## config.mk

```make
export PLATFORM = sky130hd
export DESIGN_NAME = csma_slot_backoff_channel_core
export DESIGN_NICKNAME = d
export VERILOG_FILES = /design/src/rtl/csma_pkg.sv /design/src/rtl/csma_slot_backoff_channel_core.sv /design/src/rtl/csma_ram.sv /design/src/rtl/csma_mod.sv /design/src/rtl/csma_dp.sv /design/src/rtl/csma_ctrl.sv
export SDC_FILE = /design/constraint.sdc
export NUM_CORES = 1
export LEC_CHECK = 0
export BUFFER_PORTS_ARGS = -buffer_cell sky130_fd_sc_hd__clkbuf_2
export CORE_UTILIZATION = 60
export DETAILED_ROUTE_END_ITERATION = 10
export GPL_TIMING_DRIVEN = 0
export PLACE_DENSITY = 0.81
export RECOVER_POWER = 100
export SYNTH_ARGS = -nofsm -noshare
export SYNTH_HDL_FRONTEND = slang
export SYNTH_HIERARCHICAL = 1
export SYNTH_SLANG_ARGS = --single-unit
```

## constraint.sdc

```tcl
create_clock -name aclk -period 12.8 [get_ports aclk]
set_input_delay 2.56 -clock aclk [delete_from_list [all_inputs] [get_ports aclk]]
set_output_delay 2.56 -clock aclk [all_outputs]
set_load 0.05 [all_outputs]
```

## src/rtl/csma_pkg.sv

```systemverilog
// Shared types and constants for the slotted CSMA backoff channel.
package csma_pkg;

    localparam int RANGE_COUNT = 4;
    localparam int BACKOFF_W   = 10;
    localparam int COLL_W      = 2;
    localparam int LEN_W       = 16;
    localparam int SLOT_W      = 32;
    localparam int TICK_W      = 32;
    localparam int DIV_W       = TICK_W + 1;
    localparam int NODE_W      = BACKOFF_W + COLL_W;

    // configuration register indexes
    localparam logic [2:0] CFG_NODE_COUNT  = 3'd0;
    localparam logic [2:0] CFG_FRAME_LEN   = 3'd1;
    localparam logic [2:0] CFG_COLL_LIMIT  = 3'd2;
    localparam logic [2:0] CFG_RANGE_0     = 3'd3;
    localparam logic [2:0] CFG_RANGE_1     = 3'd4;
    localparam logic [2:0] CFG_RANGE_2     = 3'd5;
    localparam logic [2:0] CFG_RANGE_3     = 3'd6;

    // channel state codes
    localparam logic [1:0] CH_IDLE = 2'd0;
    localparam logic [1:0] CH_SLOT = 2'd1;
    localparam logic [1:0] CH_END  = 2'd2;
    localparam logic [1:0] CH_COLL = 2'd3;

    // node pass modes
    localparam logic [1:0] MODE_START = 2'd0;
    localparam logic [1:0] MODE_COLL  = 2'd1;
    localparam logic [1:0] MODE_DEC   = 2'd2;
    localparam logic [1:0] MODE_END   = 2'd3;

    // node index operations
    localparam logic [2:0] IDX_HOLD = 3'd0;
    localparam logic [2:0] IDX_CLR  = 3'd1;
    localparam logic [2:0] IDX_INC  = 3'd2;
    localparam logic [2:0] IDX_WHO0 = 3'd3;
    localparam logic [2:0] IDX_WHO1 = 3'd4;

    typedef struct packed {
        logic       load_item;
        logic [2:0] idx_op;
        logic [1:0] mode;
        logic       scan_acc;
        logic       mod_start;
        logic       wr_draw;
        logic       wr_dec;
        logic       slot_count;
        logic       frame_end;
        logic       out_load;
        logic [1:0] out_state;
    } cmd_t;

    typedef struct packed {
        logic [1:0] n0;
        logic [1:0] n1;
        logic       idx_lt_active;
        logic       rem_zero;
        logic       node_zero;
        logic       mod_done;
        logic       out_free;
    } stat_t;

endpackage

```

## src/rtl/csma_slot_backoff_channel_core.sv

```systemverilog
// Top level of the slotted CSMA backoff channel: controller plus datapath.
// Start word: each active node draws its backoff through the modulo unit.
// Tick word: accept, node scan, then a slot, or a decrement or collision pass with a modulo
// draw per colliding node, a frame end adds a draw; then hand-off (+ m_tready stalls).
// One word at a time; the next input is taken while the result word waits in m_t*.
// aresetn is synchronous: channel empty, counters cleared, registers at 1.
module csma_slot_backoff_channel_core #(
    parameter int NODES_MAX = 64
) (
    input  logic        aclk,
    input  logic        aresetn,
    input  logic        cfg_wr_en,
    input  logic [2:0]  cfg_index,
    input  logic [15:0] cfg_data,
    input  logic        s_tvalid,
    output logic        s_tready,
    input  logic [31:0] s_tdata,   // [31:0] tick_number
    input  logic [0:0]  s_tuser,   // [0] action
    output logic        m_tvalid,
    input  logic        m_tready,
    output logic [39:0] m_tdata,   // [5:0] sender_id, [37:6] success_slots
    output logic [1:0]  m_tuser    // [1:0] channel_state
);
    csma_pkg::cmd_t  cmd;
    csma_pkg::stat_t stat;

    csma_ctrl u_ctrl (
        .aclk     (aclk),
        .aresetn  (aresetn),
        .s_tvalid (s_tvalid),
        .s_action (s_tuser[0]),
        .s_tready (s_tready),
        .stat     (stat),
        .cmd      (cmd)
    );

    csma_dp #(
        .NODES_MAX (NODES_MAX)
    ) u_dp (
        .aclk      (aclk),
        .aresetn   (aresetn),
        .cfg_wr_en (cfg_wr_en),
        .cfg_index (cfg_index),
        .cfg_data  (cfg_data),
        .in_action (s_tuser[0]),
        .in_tick   (s_tdata),
        .cmd       (cmd),
        .stat      (stat),
        .m_tvalid  (m_tvalid),
        .m_tready  (m_tready),
        .m_tuser   (m_tuser),
        .m_tdata   (m_tdata)
    );

endmodule

```

## src/rtl/csma_ram.sv

```systemverilog
// Generic single-write, single-read RAM with registered read data.
module csma_ram #(
    parameter int WIDTH = 12,
    parameter int DEPTH = 64,
    localparam int AW = (DEPTH > 1) ? $clog2(DEPTH) : 1
) (
    input  logic                   aclk,
    input  logic                   we,
    input  logic [AW-1:0]          waddr,
    input  logic [WIDTH-1:0]       wdata,
    input  logic [AW-1:0]          raddr,
    output logic [WIDTH-1:0]       rdata
);
    logic [WIDTH-1:0] mem [DEPTH];
    logic [WIDTH-1:0] rdata_reg;

    always_ff @(posedge aclk) begin
        if (we) begin
            mem[waddr] <= wdata;
        end
        rdata_reg <= mem[raddr];
    end

    assign rdata = rdata_reg;

endmodule

```

## src/rtl/csma_mod.sv

```systemverilog
// Bit-serial restoring modulo unit: dividend mod divisor, one bit per cycle.
module csma_mod (
    input  logic                          aclk,
    input  logic                          aresetn,
    input  logic                          start,
    input  logic [csma_pkg::DIV_W-1:0]    dividend,
    input  logic [csma_pkg::BACKOFF_W-1:0] divisor,
    output logic                          busy,
    output logic                          done,
    output logic [csma_pkg::BACKOFF_W-1:0] q
);
    localparam int CNT_W = $clog2(csma_pkg::DIV_W + 1);

    logic [csma_pkg::DIV_W-1:0]     dvd_reg, dvd_next;
    logic [csma_pkg::BACKOFF_W-1:0] dvs_reg, dvs_next;
    logic [csma_pkg::BACKOFF_W-1:0] r_reg, r_next;
    logic [CNT_W-1:0]               cnt_reg, cnt_next;
    logic                           busy_reg, busy_next;
    logic                           done_reg, done_next;
    logic [csma_pkg::BACKOFF_W:0]   sh;

    always_comb begin
        dvd_next  = dvd_reg;
        dvs_next  = dvs_reg;
        r_next    = r_reg;
        cnt_next  = cnt_reg;
        busy_next = busy_reg;
        done_next = 1'b0;
        sh        = {r_reg, dvd_reg[csma_pkg::DIV_W-1]};
        if (start) begin
            dvd_next  = dividend;
            dvs_next  = divisor;
            r_next    = '0;
            cnt_next  = CNT_W'(csma_pkg::DIV_W);
            busy_next = 1'b1;
        end else if (busy_reg) begin
            if (sh >= {1'b0, dvs_reg}) begin
                r_next = csma_pkg::BACKOFF_W'(sh - {1'b0, dvs_reg});
            end else begin
                r_next = sh[csma_pkg::BACKOFF_W-1:0];
            end
            dvd_next = {dvd_reg[csma_pkg::DIV_W-2:0], 1'b0};
            cnt_next = cnt_reg - 1'b1;
            if (cnt_reg == CNT_W'(1)) begin
                busy_next = 1'b0;
                done_next = 1'b1;
            end
        end
    end

    always_ff @(posedge aclk) begin
        if (!aresetn) begin
            busy_reg <= 1'b0;
            done_reg <= 1'b0;
            cnt_reg  <= '0;
        end else begin
            busy_reg <= busy_next;
            done_reg <= done_next;
            cnt_reg  <= cnt_next;
        end
        dvd_reg <= dvd_next;
        dvs_reg <= dvs_next;
        r_reg   <= r_next;
    end

    // zero modulus draws zero
    assign q    = (dvs_reg == '0) ? '0 : r_reg;
    assign busy = busy_reg;
    assign done = done_reg;

    a_no_restart: assert property (@(posedge aclk) disable iff (!aresetn)
        start |-> !busy_reg) else $error("modulo restarted while busy");
    a_rem_bound: assert property (@(posedge aclk) disable iff (!aresetn)
        done_reg |-> (dvs_reg == '0 || r_reg < dvs_reg)) else $error("remainder out of range");
    a_done_ends: assert property (@(posedge aclk) disable iff (!aresetn)
        done_reg |-> !busy_reg) else $error("done while busy");

endmodule

```

## src/rtl/csma_dp.sv

```systemverilog
// Datapath: config registers, node RAM, scan counters, modulo unit and output word.
module csma_dp #(
    parameter int NODES_MAX = 64
) (
    input  logic                       aclk,
    input  logic                       aresetn,
    input  logic                       cfg_wr_en,
    input  logic [2:0]                 cfg_index,
    input  logic [15:0]                cfg_data,
    input  logic                       in_action,
    input  logic [csma_pkg::TICK_W-1:0] in_tick,
    input  csma_pkg::cmd_t             cmd,
    output csma_pkg::stat_t            stat,
    output logic                       m_tvalid,
    input  logic                       m_tready,
    output logic [1:0]                 m_tuser,
    output logic [39:0]                m_tdata
);
    localparam int IW = (NODES_MAX > 1) ? $clog2(NODES_MAX) : 1;
    localparam int AW = $clog2(NODES_MAX + 1);

    logic [6:0]                      node_count_reg;
    logic [csma_pkg::LEN_W-1:0]      frame_len_reg;
    logic [2:0]                      coll_limit_reg;
    logic [csma_pkg::BACKOFF_W-1:0]  range_reg [csma_pkg::RANGE_COUNT];

    logic [AW-1:0]                   active_reg, idx_reg, idx_next;
    logic [csma_pkg::TICK_W-1:0]     tick_reg;
    logic                            start_reg;
    logic [1:0]                      n0_reg, n1_reg;
    logic [IW-1:0]                   who0_reg, who1_reg;
    logic [csma_pkg::LEN_W-1:0]      rem_reg;
    logic [csma_pkg::SLOT_W-1:0]     slot_reg;
    logic [csma_pkg::COLL_W-1:0]     coll_hold_reg;
    logic                            out_valid_reg;
    logic [1:0]                      out_state_reg;
    logic [5:0]                      out_sender_reg;
    logic [csma_pkg::SLOT_W-1:0]     out_slots_reg;

    logic [csma_pkg::NODE_W-1:0]     rd_word, wr_word;
    logic [csma_pkg::BACKOFF_W-1:0]  rd_b;
    logic [csma_pkg::COLL_W-1:0]     rd_c, c_wrap, c_new;
    logic [2:0]                      lim, c_inc;
    logic [csma_pkg::DIV_W-1:0]      dividend;
    logic [csma_pkg::BACKOFF_W-1:0]  mod_q;
    logic                            mod_busy, mod_done;
    logic                            ram_we;
    logic [8:0]                      idx_ext;
    logic [AW-1:0]                   active_clamp;

    assign rd_b = rd_word[csma_pkg::BACKOFF_W-1:0];
    assign rd_c = rd_word[csma_pkg::NODE_W-1:csma_pkg::BACKOFF_W];

    // collision count wraps at the limit, a limit of zero or above the range count acts as it
    always_comb begin
        if (coll_limit_reg == 3'd0 || coll_limit_reg > 3'(csma_pkg::RANGE_COUNT)) begin
            lim = 3'(csma_pkg::RANGE_COUNT);
        end else begin
            lim = coll_limit_reg;
        end
        c_inc  = {1'b0, rd_c} + 3'd1;
        c_wrap = (c_inc >= lim) ? '0 : c_inc[csma_pkg::COLL_W-1:0];
        unique case (cmd.mode)
            csma_pkg::MODE_START: c_new = '0;
            csma_pkg::MODE_COLL:  c_new = c_wrap;
            default:              c_new = rd_c;
        endcase
        if (cmd.mode == csma_pkg::MODE_START) begin
            dividend = csma_pkg::DIV_W'(idx_reg);
        end else begin
            dividend = {1'b0, tick_reg} + csma_pkg::DIV_W'(idx_reg);
        end
    end

    assign ram_we  = cmd.wr_draw | cmd.wr_dec;
    assign wr_word = cmd.wr_draw ? {coll_hold_reg, mod_q} : {rd_c, rd_b - 1'b1};

    csma_ram #(
        .WIDTH (csma_pkg::NODE_W),
        .DEPTH (NODES_MAX)
    ) u_ram (
        .aclk  (aclk),
        .we    (ram_we),
        .waddr (idx_reg[IW-1:0]),
        .wdata (wr_word),
        .raddr (idx_reg[IW-1:0]),
        .rdata (rd_word)
    );

    csma_mod u_mod (
        .aclk     (aclk),
        .aresetn  (aresetn),
        .start    (cmd.mod_start),
        .dividend (dividend),
        .divisor  (range_reg[c_new]),
        .busy     (mod_busy),
        .done     (mod_done),
        .q        (mod_q)
    );

    always_comb begin
        idx_next = idx_reg;
        unique case (cmd.idx_op)
            csma_pkg::IDX_HOLD: idx_next = idx_reg;
            csma_pkg::IDX_CLR:  idx_next = '0;
            csma_pkg::IDX_INC:  idx_next = idx_reg + 1'b1;
            csma_pkg::IDX_WHO0: idx_next = AW'(who0_reg);
            csma_pkg::IDX_WHO1: idx_next = AW'(who1_reg);
            default:            idx_next = idx_reg;
        endcase
    end

    assign active_clamp = ({2'b00, node_count_reg} > 9'(NODES_MAX)) ?
                          AW'(NODES_MAX) : AW'(node_count_reg);
    assign idx_ext = 9'(idx_reg);

    always_ff @(posedge aclk) begin
        if (!aresetn) begin
            node_count_reg <= 7'd1;
            frame_len_reg  <= 16'd1;
            coll_limit_reg <= 3'd1;
            for (int i = 0; i < csma_pkg::RANGE_COUNT; i++) begin
                range_reg[i] <= 10'd1;
            end
            active_reg    <= '0;
            idx_reg       <= '0;
            rem_reg       <= 16'd1;
            slot_reg      <= '0;
            n0_reg        <= '0;
            n1_reg        <= '0;
            start_reg     <= 1'b0;
            out_valid_reg <= 1'b0;
        end else begin
            if (cfg_wr_en) begin
                case (cfg_index)
                    csma_pkg::CFG_NODE_COUNT: node_count_reg <= cfg_data[6:0];
                    csma_pkg::CFG_FRAME_LEN:  frame_len_reg  <= cfg_data;
                    csma_pkg::CFG_COLL_LIMIT: coll_limit_reg <= cfg_data[2:0];
                    csma_pkg::CFG_RANGE_0:    range_reg[0]   <= cfg_data[9:0];
                    csma_pkg::CFG_RANGE_1:    range_reg[1]   <= cfg_data[9:0];
                    csma_pkg::CFG_RANGE_2:    range_reg[2]   <= cfg_data[9:0];
                    csma_pkg::CFG_RANGE_3:    range_reg[3]   <= cfg_data[9:0];
                    default: ;
                endcase
            end
            idx_reg <= idx_next;
            if (cmd.load_item) begin
                start_reg <= !in_action;
                n0_reg    <= '0;
                n1_reg    <= '0;
                if (!in_action) begin
                    active_reg <= active_clamp;
                    rem_reg    <= frame_len_reg;
                    slot_reg   <= '0;
                end
            end
            if (cmd.scan_acc) begin
                if (rd_b == '0 && n0_reg != 2'd2) begin
                    n0_reg <= n0_reg + 1'b1;
                end
                if (rd_b == 10'd1 && n1_reg != 2'd2) begin
                    n1_reg <= n1_reg + 1'b1;
                end
            end
            if (cmd.slot_count) begin
                rem_reg  <= rem_reg - 1'b1;
                slot_reg <= slot_reg + 1'b1;
            end
            if (cmd.frame_end) begin
                rem_reg <= frame_len_reg;
            end
            if (cmd.out_load) begin
                out_valid_reg <= 1'b1;
            end else if (m_tready) begin
                out_valid_reg <= 1'b0;
            end
        end
        if (cmd.load_item) begin
            tick_reg <= in_tick;
        end
        if (cmd.scan_acc && rd_b == '0) begin
            who0_reg <= idx_reg[IW-1:0];
        end
        if (cmd.scan_acc && rd_b == 10'd1) begin
            who1_reg <= idx_reg[IW-1:0];
        end
        if (cmd.mod_start) begin
            coll_hold_reg <= c_new;
        end
        if (cmd.out_load) begin
            out_state_reg <= cmd.out_state;
            out_slots_reg <= slot_reg;
            if (cmd.out_state == csma_pkg::CH_SLOT || cmd.out_state == csma_pkg::CH_END) begin
                out_sender_reg <= idx_ext[5:0];
            end else begin
                out_sender_reg <= '0;
            end
        end
    end

    assign stat.n0            = n0_reg;
    assign stat.n1            = n1_reg;
    assign stat.idx_lt_active = idx_reg < active_reg;
    assign stat.rem_zero      = rem_reg == '0;
    assign stat.node_zero     = rd_b == '0;
    assign stat.mod_done      = mod_done;
    assign stat.out_free      = !out_valid_reg || m_tready;

    assign m_tvalid = out_valid_reg;
    assign m_tuser  = out_state_reg;
    assign m_tdata  = {2'b00, out_slots_reg, out_sender_reg};

    a_one_write: assert property (@(posedge aclk) disable iff (!aresetn)
        !(cmd.wr_draw && cmd.wr_dec)) else $error("two node writes at once");
    a_load_free: assert property (@(posedge aclk) disable iff (!aresetn)
        cmd.out_load |-> (!out_valid_reg || m_tready)) else $error("output word overwritten");
    a_start_idle: assert property (@(posedge aclk) disable iff (!aresetn)
        (cmd.out_load && start_reg) |-> cmd.out_state == csma_pkg::CH_IDLE)
        else $error("start word not idle");
    a_mod_free: assert property (@(posedge aclk) disable iff (!aresetn)
        cmd.mod_start |-> !mod_busy) else $error("modulo started while busy");

endmodule

```

## src/rtl/csma_ctrl.sv

```systemverilog
// Controller: sequences node scan, update passes, frame end draw and result hand-off.
module csma_ctrl (
    input  logic            aclk,
    input  logic            aresetn,
    input  logic            s_tvalid,
    input  logic            s_action,
    output logic            s_tready,
    input  csma_pkg::stat_t stat,
    output csma_pkg::cmd_t  cmd
);
    localparam logic [3:0] S_IDLE    = 4'd0;
    localparam logic [3:0] S_SCAN    = 4'd1;
    localparam logic [3:0] S_SCAN_WT = 4'd2;
    localparam logic [3:0] S_DECIDE  = 4'd3;
    localparam logic [3:0] S_LOOP    = 4'd4;
    localparam logic [3:0] S_LOOP_WT = 4'd5;
    localparam logic [3:0] S_MOD     = 4'd6;
    localparam logic [3:0] S_TX      = 4'd7;
    localparam logic [3:0] S_END_WT  = 4'd8;
    localparam logic [3:0] S_DONE    = 4'd9;

    logic [3:0] state_reg, state_next;
    logic [1:0] mode_reg, mode_next;
    logic [1:0] out_reg, out_next;

    always_comb begin
        state_next = state_reg;
        mode_next  = mode_reg;
        out_next   = out_reg;
        cmd        = '0;
        cmd.idx_op = csma_pkg::IDX_HOLD;
        cmd.mode   = mode_reg;
        cmd.out_state = out_reg;
        s_tready   = 1'b0;
        unique case (state_reg)
            S_IDLE: begin
                s_tready = 1'b1;
                if (s_tvalid) begin
                    cmd.load_item = 1'b1;
                    cmd.idx_op    = csma_pkg::IDX_CLR;
                    if (!s_action) begin
                        mode_next  = csma_pkg::MODE_START;
                        state_next = S_LOOP;
                    end else begin
                        state_next = S_SCAN;
                    end
                end
            end
            S_SCAN: begin
                state_next = stat.idx_lt_active ? S_SCAN_WT : S_DECIDE;
            end
            S_SCAN_WT: begin
                cmd.scan_acc = 1'b1;
                cmd.idx_op   = csma_pkg::IDX_INC;
                state_next   = S_SCAN;
            end
            S_DECIDE: begin
                if (stat.n0 == 2'd1) begin
                    cmd.idx_op = csma_pkg::IDX_WHO0;
                    state_next = S_TX;
                end else begin
                    mode_next  = stat.n0[1] ? csma_pkg::MODE_COLL : csma_pkg::MODE_DEC;
                    cmd.idx_op = csma_pkg::IDX_CLR;
                    state_next = S_LOOP;
                end
            end
            S_LOOP: begin
                if (stat.idx_lt_active) begin
                    state_next = S_LOOP_WT;
                end else begin
                    unique case (mode_reg)
                        csma_pkg::MODE_COLL: begin
                            out_next   = csma_pkg::CH_COLL;
                            state_next = S_DONE;
                        end
                        csma_pkg::MODE_DEC: begin
                            // exactly one node just reached zero: it sends this tick
                            if (stat.n1 == 2'd1) begin
                                cmd.idx_op = csma_pkg::IDX_WHO1;
                                state_next = S_TX;
                            end else begin
                                out_next   = csma_pkg::CH_IDLE;
                                state_next = S_DONE;
                            end
                        end
                        default: begin
                            out_next   = csma_pkg::CH_IDLE;
                            state_next = S_DONE;
                        end
                    endcase
                end
            end
            S_LOOP_WT: begin
                unique case (mode_reg)
                    csma_pkg::MODE_COLL: begin
                        if (stat.node_zero) begin
                            cmd.mod_start = 1'b1;
                            state_next    = S_MOD;
                        end else begin
                            cmd.idx_op = csma_pkg::IDX_INC;
                            state_next = S_LOOP;
                        end
                    end
                    csma_pkg::MODE_DEC: begin
                        cmd.wr_dec = !stat.node_zero;
                        cmd.idx_op = csma_pkg::IDX_INC;
                        state_next = S_LOOP;
                    end
                    default: begin
                        cmd.mod_start = 1'b1;
                        state_next    = S_MOD;
                    end
                endcase
            end
            S_TX: begin
                if (stat.rem_zero) begin
                    cmd.frame_end = 1'b1;
                    mode_next     = csma_pkg::MODE_END;
                    state_next    = S_END_WT;
                end else begin
                    cmd.slot_count = 1'b1;
                    out_next       = csma_pkg::CH_SLOT;
                    state_next     = S_DONE;
                end
            end
            S_END_WT: begin
                cmd.mod_start = 1'b1;
                state_next    = S_MOD;
            end
            S_MOD: begin
                if (stat.mod_done) begin
                    cmd.wr_draw = 1'b1;
                    if (mode_reg == csma_pkg::MODE_END) begin
                        out_next   = csma_pkg::CH_END;
                        state_next = S_DONE;
                    end else begin
                        cmd.idx_op = csma_pkg::IDX_INC;
                        state_next = S_LOOP;
                    end
                end
            end
            S_DONE: begin
                if (stat.out_free) begin
                    cmd.out_load = 1'b1;
                    state_next   = S_IDLE;
                end
            end
            default: state_next = S_IDLE;
        endcase
    end

    always_ff @(posedge aclk) begin
        if (!aresetn) begin
            state_reg <= S_IDLE;
            mode_reg  <= csma_pkg::MODE_START;
            out_reg   <= csma_pkg::CH_IDLE;
        end else begin
            state_reg <= state_next;
            mode_reg  <= mode_next;
            out_reg   <= out_next;
        end
    end

    a_wait_done: assert property (@(posedge aclk) disable iff (!aresetn)
        (state_reg == S_MOD && !stat.mod_done) |=> state_reg == S_MOD)
        else $error("left modulo wait early");
    a_draw_in_mod: assert property (@(posedge aclk) disable iff (!aresetn)
        cmd.wr_draw |-> state_reg == S_MOD) else $error("draw written outside modulo wait");

endmodule

```

==> flow_summary.yaml <==
clocking:
  holdBufCountCts: 0
  cts_tree: "built"
  ctsResizeCount: 0
  cts_sinks: 1068
  root_buffer: "clkbuf_16"
  htree_levels: 3
  cts_inserted_buffers: 104
  clk_latency_ps: 690
  cts_buffer_depth: 3
  post_cts_buffers: 0
  clk_pin_slew_ps: 60
worst_setup_path:
  cp_num_cells: 5
  critical_path_class: "register to register"
  path_common_cell: "clkbuf_1"
  cp_max_fo: 33
  worstPathRequired_ps: 13010
  critPathSlowestCell: "o21ai_0"
  path_cells: "clkbuf_1 -> nor3b_1 -> clkbuf_1 -> o21ai_0 -> clkbuf_1"
  crit_family: "compound AO/OA/AOI/OAI gates"
  critPathArrivalTime_ps: 7010
  endpoint_kind: "register"
  worstRegToRegCells: 5
  max_stage_delay_ps: 3580
  cp-start-kind: "register"
  worst-path-buf-inv: 3
yosys:
  yosysSeqAreaShare: 0.6961
  synth-edff-count: 937
  synth_top_family_by_area: "multiplexers"
  ys_types: 85
  syn_inst: 2713
  synthSimpleGateAreaFrac: 0.08163
  synth_area_leaders: "edfxtp_1 (64%), mux4_2 (10%), dfxtp_1 (5.9%), nand2_1 (1.5%), nor2_1 (1.3%)"
  synthXorXnorAreaFrac: 0.008522
  synth_fa_ha_area_frac: 0.01251
  synth-compound-area-share: 0.05971
  synth_area_mm2: 0.04419
  synthMuxAreaShare: 0.1221
  ys.flop_type: "edfxtp_1"
  synth_top_area_share: 0.6367
  ys_ff_latch: 1068
  syn_avg_cell_area_um2: 16.29
  yosysTopAreaCell: "edfxtp_1"
  ys_async_sr_fraction: 0
  yosysWarnings: 6
sta:
  hold_viol: 0
  setup_tns_ps: 0
  fmax_mhz: 147.0
  min_period_ps: 6801
  slew_headroom: -2.229
  timing.hold.ws_ps: 453.9
  worst_pin_slew_ps: 4793
  skew_ps: 41.11
  setup_viol: 0
  period_share: 0.5314
  layout_setup_ws_ps: 5999
  slew_viol_final: 671
  rsz0062_at_grt: "false"
global_routing:
  grt_max_degree: 65
  grtUsageMet3: 0.07588
  met2_usage: 0.4995
  antenna_found_initial: 2
  overflow: 0
  grt_first_pass_wirelength_um: 168400
  grt_pass1_vias: 26730
  grt.total_usage: 0.3091
  busiest_layer: "met2"
  use_met1: 0.3969
job:
  drv_cap: 23
placement:
  gp_congestion: 0.9496
  hpwlAfterDp_um: 73190
  place_ws_ps: 7160
  portBuffers: 98
route:
  drtIter0Drc: 3732
  firstDrtPassIters: 6
  ant_nets: 0
  routedWlPerCell_um: 28.92
  num_vias: 27110
  vias_per_cell: 6.807
  wirelength_um: 115200
  route.detailed.drc: 0
die:
  core_region_area_mm2: 0.07296
  fp.dieW_um: 273.4
  num_io_pins: 101
  start_util: 0.6057
  num_rows: 99
  die_h_um: 273.4
  dieArea_mm2: 0.07474
worst_hold_path:
  hold_depth: 2
  hold_path_class: "register to register"
cells_and_area:
  fin_nets: 3041
  area_delta_synth_final_pct: 11.40
  drive_gt1_frac: 0.1694
  largest_reg_flops: 768
power:
  powerDensity_mw_per_mm2: 189.0
  vdd_ir_drop_max_mv: 0.1719
  p_leak_uw: 0.01539
status:
  violations: "capacitance limit, slew limit"
  outcome: "complete, but fails checks"
## cell usage after synthesis (all sizes together), types with 15 or more instances
| master | n |
|---|---|
| or3 | 19 |
| a21oi | 113 |
| a311oi | 15 |
| ha | 41 |
| mux4 | 202 |
| a211oi | 25 |
| buf | 53 |
| clkbuf | 81 |
| dfxtp | 131 |
| nand2 | 176 |
| o22ai | 28 |
| nor3 | 49 |
| nand3 | 57 |
| mux2i | 34 |
| edfxtp | 937 |
| nor2b | 25 |
| a22oi | 16 |
| xor2 | 24 |
| nand4 | 19 |
| nor2 | 154 |
| o21ai | 64 |
| o211ai | 19 |
| nand2b | 55 |
| xnor2 | 19 |
| mux2 | 45 |
| and2 | 62 |
| o221ai | 17 |
| inv | 43 |
## cell type report
class / instances / area [um^2]
diodes: 1 / 2.502
plain buffers: 134 / 674.4
clock buffers: 130 / 2825
clock inverters: 58 / 544.3
fillers: 4626 / 23730
inverters: 43 / 161.4
multi-input cells: 1469 / 12550
flip-flops and latches: 1068 / 30760
well taps: 959 / 1200
repair buffers: 121 / 513.0
## power by group
group | total (uW) | internal [uW] | switching (uW)
registers | 4490 | 4380 | 113
clock network | 3020 | 1720 | 1300
logic | 1790 | 542 | 1250
total | 9300 | 6650 | 2660
## metal layers
metal | up-vias | wire [um]
li1 | 11190 | -
met1 | 13530 | 40270
met2 | 1999 | 55270
met3 | 392 | 13680
met4 | 2 | 5959
met5 | - | 32
## final timing paths
| check | startpoint | end | slack (ps) |
|---|---|---|---|
| max | u_ctrl/state_reg[0] | u_dp/u_ram/mem[44][7] | 6000 |
| min | u_dp/active_reg[0] | u_dp/active_reg[0] | 450 |
| max reg2reg | u_ctrl/state_reg[0] | u_dp/u_ram/mem[44][7] | 6000 |
| min reg2reg | u_dp/active_reg[0] | u_dp/active_reg[0] | 450 |
## cell families (layout without fill, tap and decap cells)
family                   Yosys count  after routing
AO/OA/AOI/OAI                    396            396
XOR/XNOR                          43             43
adder cells (fa/ha/maj)           43             43
buffers and inverters            177            486
flip-flops                      1068           1068
multiplexers                     281            281
other                              1              3
AND/OR/NAND/NOR                  704            704
## placed cells by master, fill, tap and decap left out, drive strengths merged, types with 45 or more instances in the layout
cell	Yosys	layout
nand2b	55	55
edfxtp	937	937
buf	53	46
a21oi	113	113
nor3	49	49
mux4	202	202
mux2	45	45
and2	62	62
nand3	57	57
inv	43	45
dfxtp	131	131
o21ai	64	64
nor2	154	154
nand2	176	176
clkbuf	81	339
clkinv	0	46
## stage by stage
step	area, um^2	utilization	std cells	power, uW
after floorplan	44190	-	2714	5662
after CTS	49790	0.6825	3982	9386
after global routing	49230	0.6747	3982	9564
after global placement	45890	0.6289	3771	6269
final	49230	0.6748	3983	9304
after detailed placement	46420	0.6363	3794	6389
## worst register-to-register path: cells and delay by family, from the launching register on
kind / cells / cell delay [ps]
compound gates: 1 / 3580
simple gates: 1 / 290
flops: 1 / 400
buf+inv: 3 / 2050
(Power assumes the default switching activity.)
